### src/design/fadt_pkg.sv
// Package of the flow affinity dispatch table: sizes, codes, item and slot types.
// Used by the top level, the hash unit and the checker by scoped names; depends on nothing.
package fadt_pkg;

   localparam int BUCKETS     = 256;
   localparam int WAYS        = 4;
   localparam int MAX_TARGETS = 8;

   localparam int SLOTS    = BUCKETS * WAYS;
   localparam int BUCKET_W = (BUCKETS > 1) ? $clog2(BUCKETS) : 1;
   localparam int SLOT_W   = (SLOTS > 1) ? $clog2(SLOTS) : 1;
   localparam int WAY_W    = (WAYS > 1) ? $clog2(WAYS) : 1;
   localparam int ISSUE_W  = $clog2(WAYS + 1);
   localparam bit BUCKETS_POW2 = ((BUCKETS & (BUCKETS - 1)) == 0);

   localparam int FID_W    = 64;
   localparam int TARGET_W = 3;
   localparam int COUNT_W  = 4;
   localparam int OP_W     = 2;
   localparam int STATUS_W = 2;
   localparam int HASH_W   = 32;
   localparam int TARGET_LIMIT = (MAX_TARGETS < 8) ? MAX_TARGETS : 8;

   // Hash unit step counts: one byte per step, then one remainder bit per step.
   localparam int HASH_STEPS = 16;
   localparam int MOD_STEPS  = HASH_W;
   localparam int STEP_W     = 5;

   localparam logic [OP_W-1:0] OP_SELECT = 2'd0;
   localparam logic [OP_W-1:0] OP_INSERT = 2'd1;
   localparam logic [OP_W-1:0] OP_REMOVE = 2'd2;

   localparam logic [STATUS_W-1:0] STATUS_OK        = 2'd0;
   localparam logic [STATUS_W-1:0] STATUS_FULL      = 2'd1;
   localparam logic [STATUS_W-1:0] STATUS_NOT_FOUND = 2'd2;

   typedef struct packed {
      logic [OP_W-1:0]     op;
      logic [FID_W-1:0]    fid_high;
      logic [FID_W-1:0]    fid_low;
      logic [TARGET_W-1:0] target_index;
   } fadt_req_type;

   typedef struct packed {
      logic [TARGET_W-1:0] chosen_target;
      logic                hit;
      logic [STATUS_W-1:0] status;
   } fadt_rsp_type;

   typedef struct packed {
      logic [FID_W-1:0]    fid_high;
      logic [FID_W-1:0]    fid_low;
      logic [TARGET_W-1:0] target;
   } fadt_slot_type;

   localparam int SLOT_BITS = $bits(fadt_slot_type);

   typedef enum logic [1:0] {
      HP_IDLE,
      HP_HASH,
      HP_MOD
   } fadt_hash_phase_type;

   typedef enum logic [2:0] {
      ST_CLEAR,
      ST_IDLE,
      ST_HASH,
      ST_VRD,
      ST_SCAN,
      ST_COMMIT
   } fadt_state_type;

endpackage

### src/design/fadt_hash.sv
// Iterative sdbm hash of a 128-bit file id, one byte per cycle, reduced to a bucket.
// Depends on fadt_pkg; the remainder pass runs only for a bucket count off a power of two.
module fadt_hash (
   input  logic                           clock,
   input  logic                           reset,
   input  logic                           start,
   input  logic [2*fadt_pkg::FID_W-1:0]   fid,
   output logic                           done,
   output logic [fadt_pkg::BUCKET_W-1:0]  bucket
);

   localparam int FIDS_W = 2 * fadt_pkg::FID_W;
   localparam int BW     = fadt_pkg::BUCKET_W;

   fadt_pkg::fadt_hash_phase_type phase_ff, phase_in;
   logic [FIDS_W-1:0]            data_ff, data_in;
   logic [fadt_pkg::HASH_W-1:0]  h_ff, h_in;
   logic [fadt_pkg::STEP_W-1:0]  cnt_ff, cnt_in;
   logic [BW-1:0]                rem_ff, rem_in;
   logic                         done_ff, done_in;

   logic [fadt_pkg::HASH_W-1:0]  step;
   logic [BW:0]                  trial;
   logic [BW:0]                  trial_sub;

   // sdbm: byte + (h << 6) + (h << 16) - h, wrapping at 32 bits.
   assign step = {24'd0, data_ff[FIDS_W-1 -: 8]} + (h_ff << 6) + (h_ff << 16) - h_ff;

   // Restoring remainder: shift in the next hash bit, subtract the bucket count if it fits.
   assign trial     = {rem_ff, h_ff[fadt_pkg::HASH_W-1]};
   assign trial_sub = trial - (BW + 1)'(fadt_pkg::BUCKETS);

   always_comb begin
      phase_in = phase_ff;
      data_in  = data_ff;
      h_in     = h_ff;
      cnt_in   = cnt_ff;
      rem_in   = rem_ff;
      done_in  = 1'b0;
      case (phase_ff)
         fadt_pkg::HP_IDLE: begin
            if (start) begin
               data_in  = fid;
               h_in     = '0;
               cnt_in   = '0;
               phase_in = fadt_pkg::HP_HASH;
            end
         end
         fadt_pkg::HP_HASH: begin
            h_in    = step;
            data_in = data_ff << 8;
            cnt_in  = cnt_ff + 1'b1;
            if (cnt_ff == fadt_pkg::STEP_W'(fadt_pkg::HASH_STEPS - 1)) begin
               cnt_in = '0;
               if (fadt_pkg::BUCKETS_POW2) begin
                  rem_in   = BW'(step & 32'(fadt_pkg::BUCKETS - 1));
                  done_in  = 1'b1;
                  phase_in = fadt_pkg::HP_IDLE;
               end else begin
                  rem_in   = '0;
                  phase_in = fadt_pkg::HP_MOD;
               end
            end
         end
         fadt_pkg::HP_MOD: begin
            if (trial >= (BW + 1)'(fadt_pkg::BUCKETS)) begin
               rem_in = trial_sub[BW-1:0];
            end else begin
               rem_in = trial[BW-1:0];
            end
            h_in   = h_ff << 1;
            cnt_in = cnt_ff + 1'b1;
            if (cnt_ff == fadt_pkg::STEP_W'(fadt_pkg::MOD_STEPS - 1)) begin
               done_in  = 1'b1;
               phase_in = fadt_pkg::HP_IDLE;
            end
         end
         default: begin
            phase_in = fadt_pkg::HP_IDLE;
         end
      endcase
   end

   always_ff @(posedge clock) begin
      if (reset) begin
         phase_ff <= fadt_pkg::HP_IDLE;
         done_ff  <= 1'b0;
      end else begin
         phase_ff <= phase_in;
         done_ff  <= done_in;
      end
   end

   always_ff @(posedge clock) begin
      data_ff <= data_in;
      h_ff    <= h_in;
      cnt_ff  <= cnt_in;
      rem_ff  <= rem_in;
   end

   assign done   = done_ff;
   assign bucket = rem_ff;

endmodule

### config.mk
export PLATFORM = sky130hd
export DESIGN_NAME = fadt_hash
export DESIGN_NICKNAME = d
export VERILOG_FILES = /design/src/design/fadt_pkg.sv /design/src/design/fadt_hash.sv
export SDC_FILE = /design/constraint.sdc
export NUM_CORES = 1
export LEC_CHECK = 0
export ABC_AREA = 1
export BUFFER_PORTS_ARGS = -buffer_cell sky130_fd_sc_hd__buf_2
export CAP_MARGIN = 5
export CORE_ASPECT_RATIO = 0.75
export CORE_MARGIN = 1.5
export CORE_UTILIZATION = 30
export CTS_CLUSTER_SIZE = 10
export DETAILED_ROUTE_END_ITERATION = 8
export SYNTH_ARGS = -nofsm -noshare
export SYNTH_HDL_FRONTEND = slang
export SYNTH_SLANG_ARGS = --single-unit
### constraint.sdc
create_clock -name clock -period 3.8 [get_ports clock]
set_input_delay 0.57 -clock clock [delete_from_list [all_inputs] [get_ports clock]]
set_output_delay 0.57 -clock clock [all_outputs]
set_load 0.01 [all_outputs]
==> run_results.csv <==
group,metric,value,unit
sta,fmax,0.432,GHz
final_layout,final_util,0.373,
floorplan,die_width,177,µm
sta,final_max_slew_viol_count,0,
placement,gp_routability_congestion,0.768,
synth,synth.mux.area_fraction,0,
synth,synth-compound-area-share,0.00480,
final_layout,multi_input_comb_area,0.00192,mm²
floorplan,dieArea,0.0235,mm²
synth,synthesis.yosys.warnings,0,
clock_network,clock_tree.htree_level_count,4,
synth,mappedNetlistNets,830,
detailed_routing,vias,4699,
detailed_routing,drt_iter0_markers,266,
detailed_routing,via_per_inst,4.18,
clock_network,postCtsSetupBuffers,0,
hold_path,hold_crit_start,"reset",
setup_path,reg2reg_depth,2,
clock_network,reg_clk_slew_reported_paths,60,ps
placement,place.detailed.hpwl,9.53,mm
synth,synth-adder-area-share,0.0317,
sta,fin_hold_ws,328,ps
final_layout,drive_above_1_share,0.214,
final_layout,commonest_non_fill_non_tap_cell_in_the_layout,"nand2_1",
setup_path,crit_chain,"or2_4 -> buf_4",
synth,post_synth_instance_area,0.00678,mm²
setup_path,crit_path_max_fanout,66,
power,p_switching,1110,µW
floorplan,row_count,47,
detailed_routing,detailedRoute.firstPassIterationCount,5,
global_route,wire_length_of_the_first_global_routing_pass,23.0,mm
sta,fin_skew,7.02,ps
setup_path,worst_r2r_startpoint,"phase_ff[0]",
outcome,status,"completed",
clock_network,cts_sinks,151,
sta,timing.final.setup_violations,0,
setup_path,worst_path_max_delay_cell,"dfxtp_4",
setup_path,cp_data_required_time,3910,ps
sta,unrepaired_setup_endpoints_after_global_routing,"false",
setup_path,worst_setup_path_end_kind,"flip-flop",
clock_network,cts_tree,"built",
power,ir_worst_vdd,0.257,mV
final_layout,antenna_cells,0,
power,switching_power_as_a_share_of_total_power,0.262,
power,power,4230,µW
hold_path,endpoint_worst_hold,"phase_ff[0]",
placement,port-buffer-count,139,
synth,synth_xor_area_frac,0.00258,
synth,synth.yosys.seq_area_share,0.666,
final_layout,finalNetCount,964,
synth,synthCells,683,
sta,timing.final.crit_share,0.610,
synth,ys_seq_elements,151,
detailed_routing,antenna_violating_nets_post_route,0,
synth,synth_top_family_by_area,"simple AND/OR/NAND/NOR gates",
clock_network,post_cts_resize_count,0,
hold_path,hold_path_depth,2,
sta,transition_time_at_the_pin_with_the_least_slew_margin,926,ps
detailed_routing,drc,0,
sta,max_slew_margin,0.383,
synth,synth-simple-area-share,0.244,
setup_path,timing.critical_path.slowest_cell_delay,800,ps
clock_network,clk-insertion-delay-late,420,ps
final_layout,seq_area,0.00452,mm²
setup_path,r2r-end,"data_ff[52]",
power,power_density,513,mW/mm²
setup_path,cp-start-kind,"flip-flop",
floorplan,design.portCount,140,
synth,synth.avg_cell_area,9.93,µm²
sta,timing.final.hold_violations,0,
power,power_leakage,0.00392,µW
synth,synth_cell_type_count,21,
floorplan,starting_utilization_of_the_core_area,0.307,
final_layout,fill_cell_instance_count_of_the_final_layout,2259,
hold_path,min_path_type,"input port to flip-flop",
clock_network,clock_path_buffers,2,
power,power.internal,3120,µW
sta,setup_total_negative_slack,0,ps
global_route,pin_count_of_the_biggest_net_entering_global_routing,94,
clock_network,cts.root.buffer_cell,"clkbuf_16",
power,combinationalPowerShare,0.141,
run,timing.max_cap.violations,0,
floorplan,design.core.area,0.0221,mm²
clock_network,post_cts_hold_buffer_count,0,
global_route,gr-usage-all-layers,0.128,
global_route,antenna_found_initial,0,
setup_path,worst-r2r-setup-slack,1480,ps
global_route,final_global_route_overflow_total,0,
final_layout,synth_to_layout_area_growth,21.6,%
sta,min_period,2320,ps
global_route,grt_pass1_vias,4527,
detailed_routing,drt-wirelength-per-cell,12.9,µm
clock_network,number_of_buffers_created_by_cts,17,
power,share_seq_of_total_power,0.505,
setup_path,worst-setup-path-type,"flip-flop to flip-flop",
floorplan,dieHeight,133,µm
final_layout,highest_count_cells_in_the_layout_ignoring_fill_and_taps,"nand2_1 (398), edfxtp_1 (149), buf_2 (139)",
setup_path,worst_ep_arrival_time,2420,ps
power,fraction_of_power_consumed_by_the_clock_network,0.353,
detailed_routing,wirelength,14.5,mm
-- sequential cells by signal, summed over array words and instances, names as in the netlist --
| signal | cells |
|---|---|
| data_ff | 128 |
| bucket | 8 |
| cnt_ff | 5 |
| done | 1 |
| h_ff | 8 |
| phase_ff | 1 |
-- layer usage --
layer | vias up | share of wire | GRT usage | routed length, µm
met5 | - | 0 | 0 | 0
met4 | 0 | 0.0073 | 0.0395 | 105
met3 | 10 | 0.065 | 0.0402 | 943
met2 | 137 | 0.44 | 0.189 | 6360
met1 | 2106 | 0.49 | 0.179 | 7050
li1 | 2446 | - | - | -
-- per-stage QoR --
stage | std cells | instance area (µm²) | setup slack (ps)
floorplan | 683 | 6780 | 882
global placement | 1092 | 7730 | 1400
detailed placement | 1092 | 7730 | 1360
CTS | 1124 | 8240 | 1360
global route | 1124 | 8240 | 1260
finish | 1124 | 8240 | 1480
-- area by class of cell --
type | count | area share
Inverter | 45 | 0.0208
Timing Repair Buffer | 144 | 0.0905
Sequential cell | 151 | 0.548
Multi-Input combinational cell | 458 | 0.233
Tap cell | 294 | 0.0446
Clock inverter | 15 | 0.0109
Clock buffer | 17 | 0.0516
-- synth_stat cells (all sizes together) --
library cell	number	area share
nand2	398	0.22
edfxtp	149	0.66
inv	45	0.025
buf	26	0.024
nor2	23	0.013
ha	14	0.026
nand3	8	0.0066
a21oi	5	0.0037
clkbuf	3	0.0017
dfxtp	2	0.0059
fa	2	0.0059
or2	2	0.0018
xnor2	2	0.0026
nand4	1	0.00092
nor3	1	0.00074
nor3b	1	0.0011
o21bai	1	0.0011
-- how the worst max path moves through the flow --
stage,cells after the start,from,to,slack (ps)
final,2,phase_ff[0],data_ff[52],1480
after global routing,2,phase_ff[0],data_ff[20],1260
after CTS,2,phase_ff[0],data_ff[16],1360
after detailed placement,2,phase_ff[0],data_ff[15],1360
after global placement,2,phase_ff[0],data_ff[6],1400
after floorplan,3,phase_ff[0],cnt_ff[0],880
-- critical path, delay by kind of cell, from the launching register on --
kind / cells / cell delay, ps
and+or+nand+nor: 1 / 780
buffers and inverters: 1 / 380
DFF: 1 / 800
-- logic make-up after synthesis --
logic type / after synthesis
buf+inv: 74
xor+xnor: 2
compound gates: 6
simple gates: 434
flops: 151
fa+ha+maj: 16
-- power groups by stage --
stage                     sequential (µW)  combinational (µW)  clock [µW]
after global placement               2170                 598           0
after detailed placement             2170                 607           0
after CTS                            2140                 610        1540
final                                2140                 597        1490
after global routing                 2160                 704        1600
after floorplan                      2150                 442           0
Power figures use the tool's default switching activity.
