### config.mk
export PLATFORM = sky130hd
export DESIGN_NAME = fadt_ram
export DESIGN_NICKNAME = d
export VERILOG_FILES = /design/src/design/fadt_ram.sv
export SDC_FILE = /design/constraint.sdc
export NUM_CORES = 1
export LEC_CHECK = 0
export ABC_AREA = 0
export BUFFER_PORTS_ARGS = -buffer_cell sky130_fd_sc_hd__buf_2
export CAP_MARGIN = 5
export CORE_MARGIN = 2
export CORE_UTILIZATION = 65
export CTS_BUF_LIST = sky130_fd_sc_hd__clkbuf_8 sky130_fd_sc_hd__clkbuf_16
export CTS_CLUSTER_SIZE = 16
export DETAILED_ROUTE_END_ITERATION = 10
export PLACE_DENSITY_LB_ADDON = 0.25
export SYNTH_ARGS = -nofsm -noshare
export SYNTH_HDL_FRONTEND = slang
export SYNTH_SLANG_ARGS = --single-unit
### constraint.sdc
create_clock -name clock -period 5.9 [get_ports clock]
set_input_delay 1.18 -clock clock [delete_from_list [all_inputs] [get_ports clock]]
set_output_delay 1.18 -clock clock [all_outputs]
set_load 0.02 [all_outputs]
### src/design/fadt_ram.sv
// Generic single-write, single-read RAM with a registered read port.
// Stands alone; used for the slot valid rows and the slot contents.
module fadt_ram #(
   parameter int WIDTH = 8,
   parameter int DEPTH = 16
) (
   input  logic                                     clock,
   input  logic                                     wr_en,
   input  logic [((DEPTH > 1) ? $clog2(DEPTH) : 1)-1:0] wr_addr,
   input  logic [WIDTH-1:0]                         wr_data,
   input  logic                                     rd_en,
   input  logic [((DEPTH > 1) ? $clog2(DEPTH) : 1)-1:0] rd_addr,
   output logic [WIDTH-1:0]                         rd_data
);

   logic [WIDTH-1:0] mem_ff [DEPTH];
   logic [WIDTH-1:0] rd_data_ff;

   always_ff @(posedge clock) begin
      if (wr_en) begin
         mem_ff[wr_addr] <= wr_data;
      end
      if (rd_en) begin
         rd_data_ff <= mem_ff[rd_addr];
      end
   end

   assign rd_data = rd_data_ff;

endmodule

==> results of run 1 <==
-- worst reg2reg max path, delay by kind of cell (launching register included) --
family / cells / cell delay [ns]
and+or+nand+nor: 1 / 0.10
AOI/OAI and AO/OA: 1 / 0.25
DFF: 1 / 0.41
muxes: 1 / 0.58
-- layer usage --
layer / GRT usage [%] / vias to the layer above
met5: 0 / -
met4: 11.4 / 0
met3: 7.46 / 9
met2: 43.5 / 140
met1: 38.4 / 1320
li1: - / 1058
-- worst min-delay path by stage --
stage	startpoint	slack, ns	depth (start not counted)	to
final	mem_ff[12][2]$_DFFE_PP_	0.76	3	rd_data[2]$_DFFE_PP_
after global routing	mem_ff[12][2]$_DFFE_PP_	0.81	3	rd_data[2]$_DFFE_PP_
after floorplan	mem_ff[7][0]$_DFFE_PP_	0.70	3	rd_data[0]$_DFFE_PP_
after detailed placement	mem_ff[11][2]$_DFFE_PP_	0.75	3	rd_data[2]$_DFFE_PP_
after CTS	mem_ff[12][2]$_DFFE_PP_	0.77	3	rd_data[2]$_DFFE_PP_
after global placement	mem_ff[12][4]$_DFFE_PP_	0.72	3	rd_data[4]$_DFFE_PP_
-- registers in the layout, indices dropped and copies added (netlist names) --
name / cells
rd_data: 8
mem_ff: 128
-- metrics by stage --
step | worst slack [ns] | hold WS, ns
floorplan | 3.23 | 0.705
global route | 3.00 | 0.805
CTS | 3.10 | 0.773
finish | 3.12 | 0.765
global placement | 2.59 | 0.721
detailed placement | 2.56 | 0.751
-- area by class of cell --
cell class	count	area, um2	share of cell area (%)
timing repair buffer	28	145	2.41
clock buffer	17	414	6.88
sequential	136	4080	67.8
tap	102	128	2.12
clock inverter	14	181	3.01
multi-input combinational	83	1070	17.7
-- layout by cell type, fill, tap and decap left out, types with 2 or more instances in the layout --
master / instances
a22oi_1: 16
buf_2: 26
buf_4: 2
bufinv_16: 4
clkbuf_16: 16
clkinv_1: 2
clkinv_2: 4
clkinv_4: 2
edfxtp_1: 136
mux4_1: 14
mux4_2: 18
nand2_1: 9
nand2b_1: 2
nand3b_1: 2
nor2_1: 13
nor3_1: 2
nor3_2: 2
-- power groups by stage --
stage	Combinational [W]	Clock [W]	Sequential, W
detailed placement	0.0000990	0	0.00111
floorplan	0.0000549	0	0.00112
finish	0.000102	0.00106	0.00110
global route	0.000109	0.00111	0.00110
CTS	0.000102	0.00108	0.00110
global placement	0.0000947	0	0.00111
-- logic make-up after synthesis --
group / after synthesis
flops: 136
simple gates: 35
mux: 32
compound gates: 16
buf+inv: 10
-- synth_stat cells --
cell / count
buf_6: 3
nand2_1: 9
nand2b_1: 2
nor2b_1: 1
buf_4: 1
a22oi_1: 16
edfxtp_1: 136
or3b_2: 1
nor3_1: 4
clkdlybuf4s25_2: 3
and2b_1: 1
mux4_2: 18
mux4_1: 14
nor2_1: 13
and2_1: 1
nand3b_1: 2
nand3_1: 1
buf_2: 3
==> metrics.cfg, run 1 <==
[status]
status=finished clean

[power]
leakagePower_nw=2.01
p_int_w=0.00181
pwr-share-seq_pct=48.5
power.density_nw_per_um2=375
p_total_w=0.00226
p_switching_w=0.000454
netSwitchingFraction_pct=20.1
power_frac_comb_pct=4.5
ir_worst_vdd_mv=0.261
p_clk_share_pct=47.0

[clocking]
h-tree-depth=4
cts_resized=0
clkLatencyLatePin_ns=0.52
cts_buffers=17
cts_root_buf=clkbuf_8
clkSinkCount=136
tritoncts=yes
cts_buffer_depth=2
cts.clk_slew.worst_paths_ns=0.06
cts-hold-fix-buffers=0
cts_setup_buffers=0

[place]
io_buffers=26
dp_hpwl_mm=5.79
dp_cells=349
placed_area_um2=5420
routabilityCongestion=0.708

[floorplanning]
die_w_um=93.7
io_pins=27
die_h_um=93.7
start_util_pct=67.3
num_rows=32
core_um2=7770
die_area_um2=8780

[setup_path]
startpoint=rd_addr[0]
reg2reg_depth=3
critPathSlowestCell=buf_2
crit_family=buffers and inverters
r2r-end=rd_data[1]$_DFFE_PP_
cp_max_fo=32
crit_buf_inv=1
worstPathRequired_ns=6.17
crit_arrival_ns=3.04
setup.worst_path.end_class=flip-flop
critPathLaunchType=primary input
cp_slowest_stage_delay_ns=0.78
rrSetupSlack_ns=4.31
crit_cells=4
crit_type=in2reg
r2r-start=mem_ff[1][1]$_DFFE_PP_
crit_chain=buf_2 -> mux4_1 -> a22oi_1 -> nand2_1
endpoint=rd_data[2]$_DFFE_PP_

[timing]
fin_crit_ns=2.78
setup_tns_ns=0
slew_headroom_pct=30.0
rsz0062_at_grt=false
period_share_pct=47.1
drv_slew=0
fin_worst_skew_ns=0.00834
fmax_mhz=360
hold_viol_final=0
tightest_slew_ns=1.05
finalSetupViolCount=0

[synth]
syn_area_per_cell_um2=22.8
ys_ff_latch=136
synthAdderAreaFrac_pct=0
syn-cell-area_um2=5230
synthSimpleGateAreaFrac_pct=3.14
synth.distinct_cells=18
synth.area.top_cells=edfxtp_1, mux4_2, mux4_1
synth_top_family_by_area=multiplexers
synth_warnings=0
synth_top_cell_area_share_pct=78.1
netlist_instances=229
yosysTopAreaCell=edfxtp_1
synth_fp_nets=248
synth_compound_area_share_pct=2.30
synth-xor-area-share_pct=0
ys_seq_area_share_pct=78.1
synthMuxAreaShare_pct=14.8

[global_routing]
grt_max_degree=33
grt_pass1_vias=2633
grt_usage_pct=27.9
grt_pass1_wl_mm=16.3
antenna_found_initial=0
grt_overflow=0

[routing]
highest_layer=met4
detail_route.wl_per_cell_um=28.9
drt_pass1_iterations=4
detail_route.iter0.violations=314
vias=2527
met2_wirelength_mm=5.65
ant_nets=0
wl_met1_mm=4.38
wl_met3_um=857
wl_mm=11.0
drt-vias-per-instance=6.65
drc=0

[flow_run]
cap_violations=0

[cells_and_area]
fin_util_pct=77.5
nNetsFinal=285
n_antenna_cell=0
final-instance-count-excl-fill=380
fill_cells=391
postLayoutCellArea_um2=6020
area_growth_pct=15.2
layout-drive-gt1-share_pct=28.1

[min_path]
holdCritPathClass=reg2reg

(Power assumes the default switching activity.)
==> run 2: changes to the inputs <==
--- a/config.mk
+++ b/config.mk
@@ -9,7 +9,7 @@
 export BUFFER_PORTS_ARGS = -buffer_cell sky130_fd_sc_hd__buf_2
 export CAP_MARGIN = 5
 export CORE_MARGIN = 2
-export CORE_UTILIZATION = 65
+export CORE_UTILIZATION = 60
 export CTS_BUF_LIST = sky130_fd_sc_hd__clkbuf_8 sky130_fd_sc_hd__clkbuf_16
 export CTS_CLUSTER_SIZE = 16
 export DETAILED_ROUTE_END_ITERATION = 10
==> constraint.sdc (replaced) <==
create_clock -name clock -period 2.8 [get_ports clock]
set_input_delay 0.56 -clock clock [delete_from_list [all_inputs] [get_ports clock]]
set_output_delay 0.56 -clock clock [all_outputs]
set_load 0.02 [all_outputs]
==> run 2 against run 1 <==
Net effect:
- total power up 110%
- core utilization is 6.0 points lower
- non-clock buffer count increased by 12
- clock skew increased by 0.0017 ns
- die area rose by 8.0%
- wire length is 8.9% lower
- design area grew 2.1%
- setup slack worse by 2.0 ns
==> metrics.cfg, run 2 (same netlist as run 1, synthesis figures left out) <==
[global_routing]
grt_pass1_vias=2596  ; -1.4%
busiest_layer=met2
grt_pass1_wl_mm=15.4  ; -5.7%
grt_overflow=0  ; unchanged
grt_max_degree=33  ; unchanged
grt_usage_pct=23.3  ; -4.6 points
use_met1_pct=32.4  ; -6.0 points
antenna_found_initial=0  ; unchanged
grt_use_met3_pct=6.76  ; -0.70 points
met2_usage_pct=36.1  ; -7.5 points

[place]
dp_hpwl_mm=6.02  ; +4.0%
pre_cts_ws_ns=0.528  ; -2.03 ns
io_buffers=26  ; unchanged
routabilityCongestion=0.781  ; +10%

[cells_and_area]
n_antenna_cell=0  ; unchanged
ff_latch_area_um2=4080  ; unchanged
nNetsFinal=297  ; +4.2%
layout-drive-gt1-share_pct=29.9  ; +1.8 points
final_common_cell=edfxtp_1
largest_reg_flops=128  ; unchanged
layout_common_cells=edfxtp_1, buf_2, mux4_2
fill_cells=484  ; +24%
multi_input_area_um2=1060  ; -0.94%
area_growth_pct=17.6
regMostFlops=mem_ff

[timing]
slew_headroom_pct=41.0  ; +11 points
fin_hold_ws_ns=0.428  ; -0.337 ns
fin_crit_ns=1.72
rsz0062_at_grt=false
fmax_mhz=580
period_share_pct=61.6
post-route-worst-setup-slack_ns=1.08  ; -2.05 ns
drv_slew=0  ; unchanged
hold_viol_final=0  ; unchanged
finalSetupViolCount=0  ; unchanged
fin_worst_skew_ns=0.0101  ; +0.00174 ns
tightest_slew_ns=0.882  ; -0.164 ns
setup_tns_ns=0  ; unchanged

[routing]
vias=2449  ; -3.1%
detail_route.iter0.violations=205  ; -35%
wl_mm=10.0  ; -8.9%
drt-vias-per-instance=6.14  ; -7.7%
detail_route.wl_per_cell_um=25.1  ; -13%
drc=0  ; unchanged
ant_nets=0  ; unchanged
drt_pass1_iterations=4  ; unchanged

[setup_path]
crit_type=in2reg
cp_max_fo=21  ; -34%
setup.worst_path.end_class=flip-flop
critPathLaunchType=primary input
crit_arrival_ns=1.99  ; -1.05 ns
worstPathRequired_ns=3.06  ; -3.11 ns

[clocking]
cts_setup_buffers=0  ; unchanged
cts_root_buf=clkbuf_8
cts_resized=0  ; unchanged
cts.clk_slew.worst_paths_ns=0.06  ; about the same
clkSinkCount=136  ; unchanged
tritoncts=yes
h-tree-depth=4  ; unchanged
cts_buffer_depth=2  ; unchanged
clkLatencyLatePin_ns=0.51  ; about the same
cts_buffers=17  ; unchanged
cts-hold-fix-buffers=0  ; unchanged

[power]
power.density_nw_per_um2=790  ; +110%
ir_worst_vdd_mv=0.468  ; +80%
leakagePower_nw=2.10  ; +4.3%
p_int_w=0.00391  ; +120%
power_frac_comb_pct=4.4  ; about the same
pwr-share-seq_pct=47.6  ; -0.9 points
netSwitchingFraction_pct=19.5  ; -0.56 points
p_clk_share_pct=48.0  ; +1.0 points
p_switching_w=0.000947  ; +110%

[floorplanning]
die_area_um2=9480  ; +8.0%
core_um2=8590  ; +11%
die_h_um=97.3  ; +3.9%
io_pins=27  ; unchanged
num_rows=34  ; +6.3%
start_util_pct=60.8  ; -6.5 points
die_w_um=97.3  ; +3.9%

[flow_run]
cap_violations=0  ; unchanged

[status]
status=finished clean

[min_path]
holdCritPathClass=in2reg

[run 2: layout make-up]
cell class,count,area share (%)
Clock buffer,17,6.74
Clock inverter,15,3.40
Multi-Input combinational cell,83,17.2
Sequential cell,136,66.4
Tap cell,108,2.20
Timing Repair Buffer,40,4.03
[run 2: power groups by stage]
| stage | sequential, W | combinational, W | clock [W] |
|---|---|---|---|
| finish | 0.00231 | 0.000213 | 0.00233 |
| global route | 0.00231 | 0.000231 | 0.00244 |
| CTS | 0.00231 | 0.000216 | 0.00235 |
| detailed placement | 0.00235 | 0.000214 | 0 |
| global placement | 0.00235 | 0.000210 | 0 |
| floorplan | 0.00236 | 0.000116 | 0 |
[run 2: final timing paths]
kind / start / cells past startpoint / slack, ns / end
max: rd_addr[1] / 5 / 1.08 / rd_data[0]$_DFFE_PP_
min: rd_en / 1 / 0.43 / rd_data[5]$_DFFE_PP_
max reg2reg: mem_ff[9][2]$_DFFE_PP_ / 3 / 1.27 / rd_data[2]$_DFFE_PP_
min reg2reg: mem_ff[4][3]$_DFFE_PP_ / 3 / 0.74 / rd_data[3]$_DFFE_PP_
[run 2: routing by layer]
metal | wire [um] | share of wire (%)
met5 | 0 | 0
met1 | 4070 | 41
met2 | 4990 | 50
met3 | 769 | 7.7
met4 | 166 | 1.7
[run 2: metrics by stage]
step	power, W	utilization [%]	instance area, um2	std cells
5_1_grt	0.00498	71.5	6150	399
2_1_floorplan	0.00247	-	5230	229
6_report	0.00485	71.5	6150	399
4_1_cts	0.00488	71.5	6150	399
3_3_place_gp	0.00256	64.3	5520	367
3_5_place_dp	0.00256	64.3	5520	367
[run 2: worst max-delay path, stage by stage]
cell and delay, ns:
buf_2 0.43, buf_4 0.27, mux4_2 0.31, a22oi_1 0.32, nand2_1 0.09
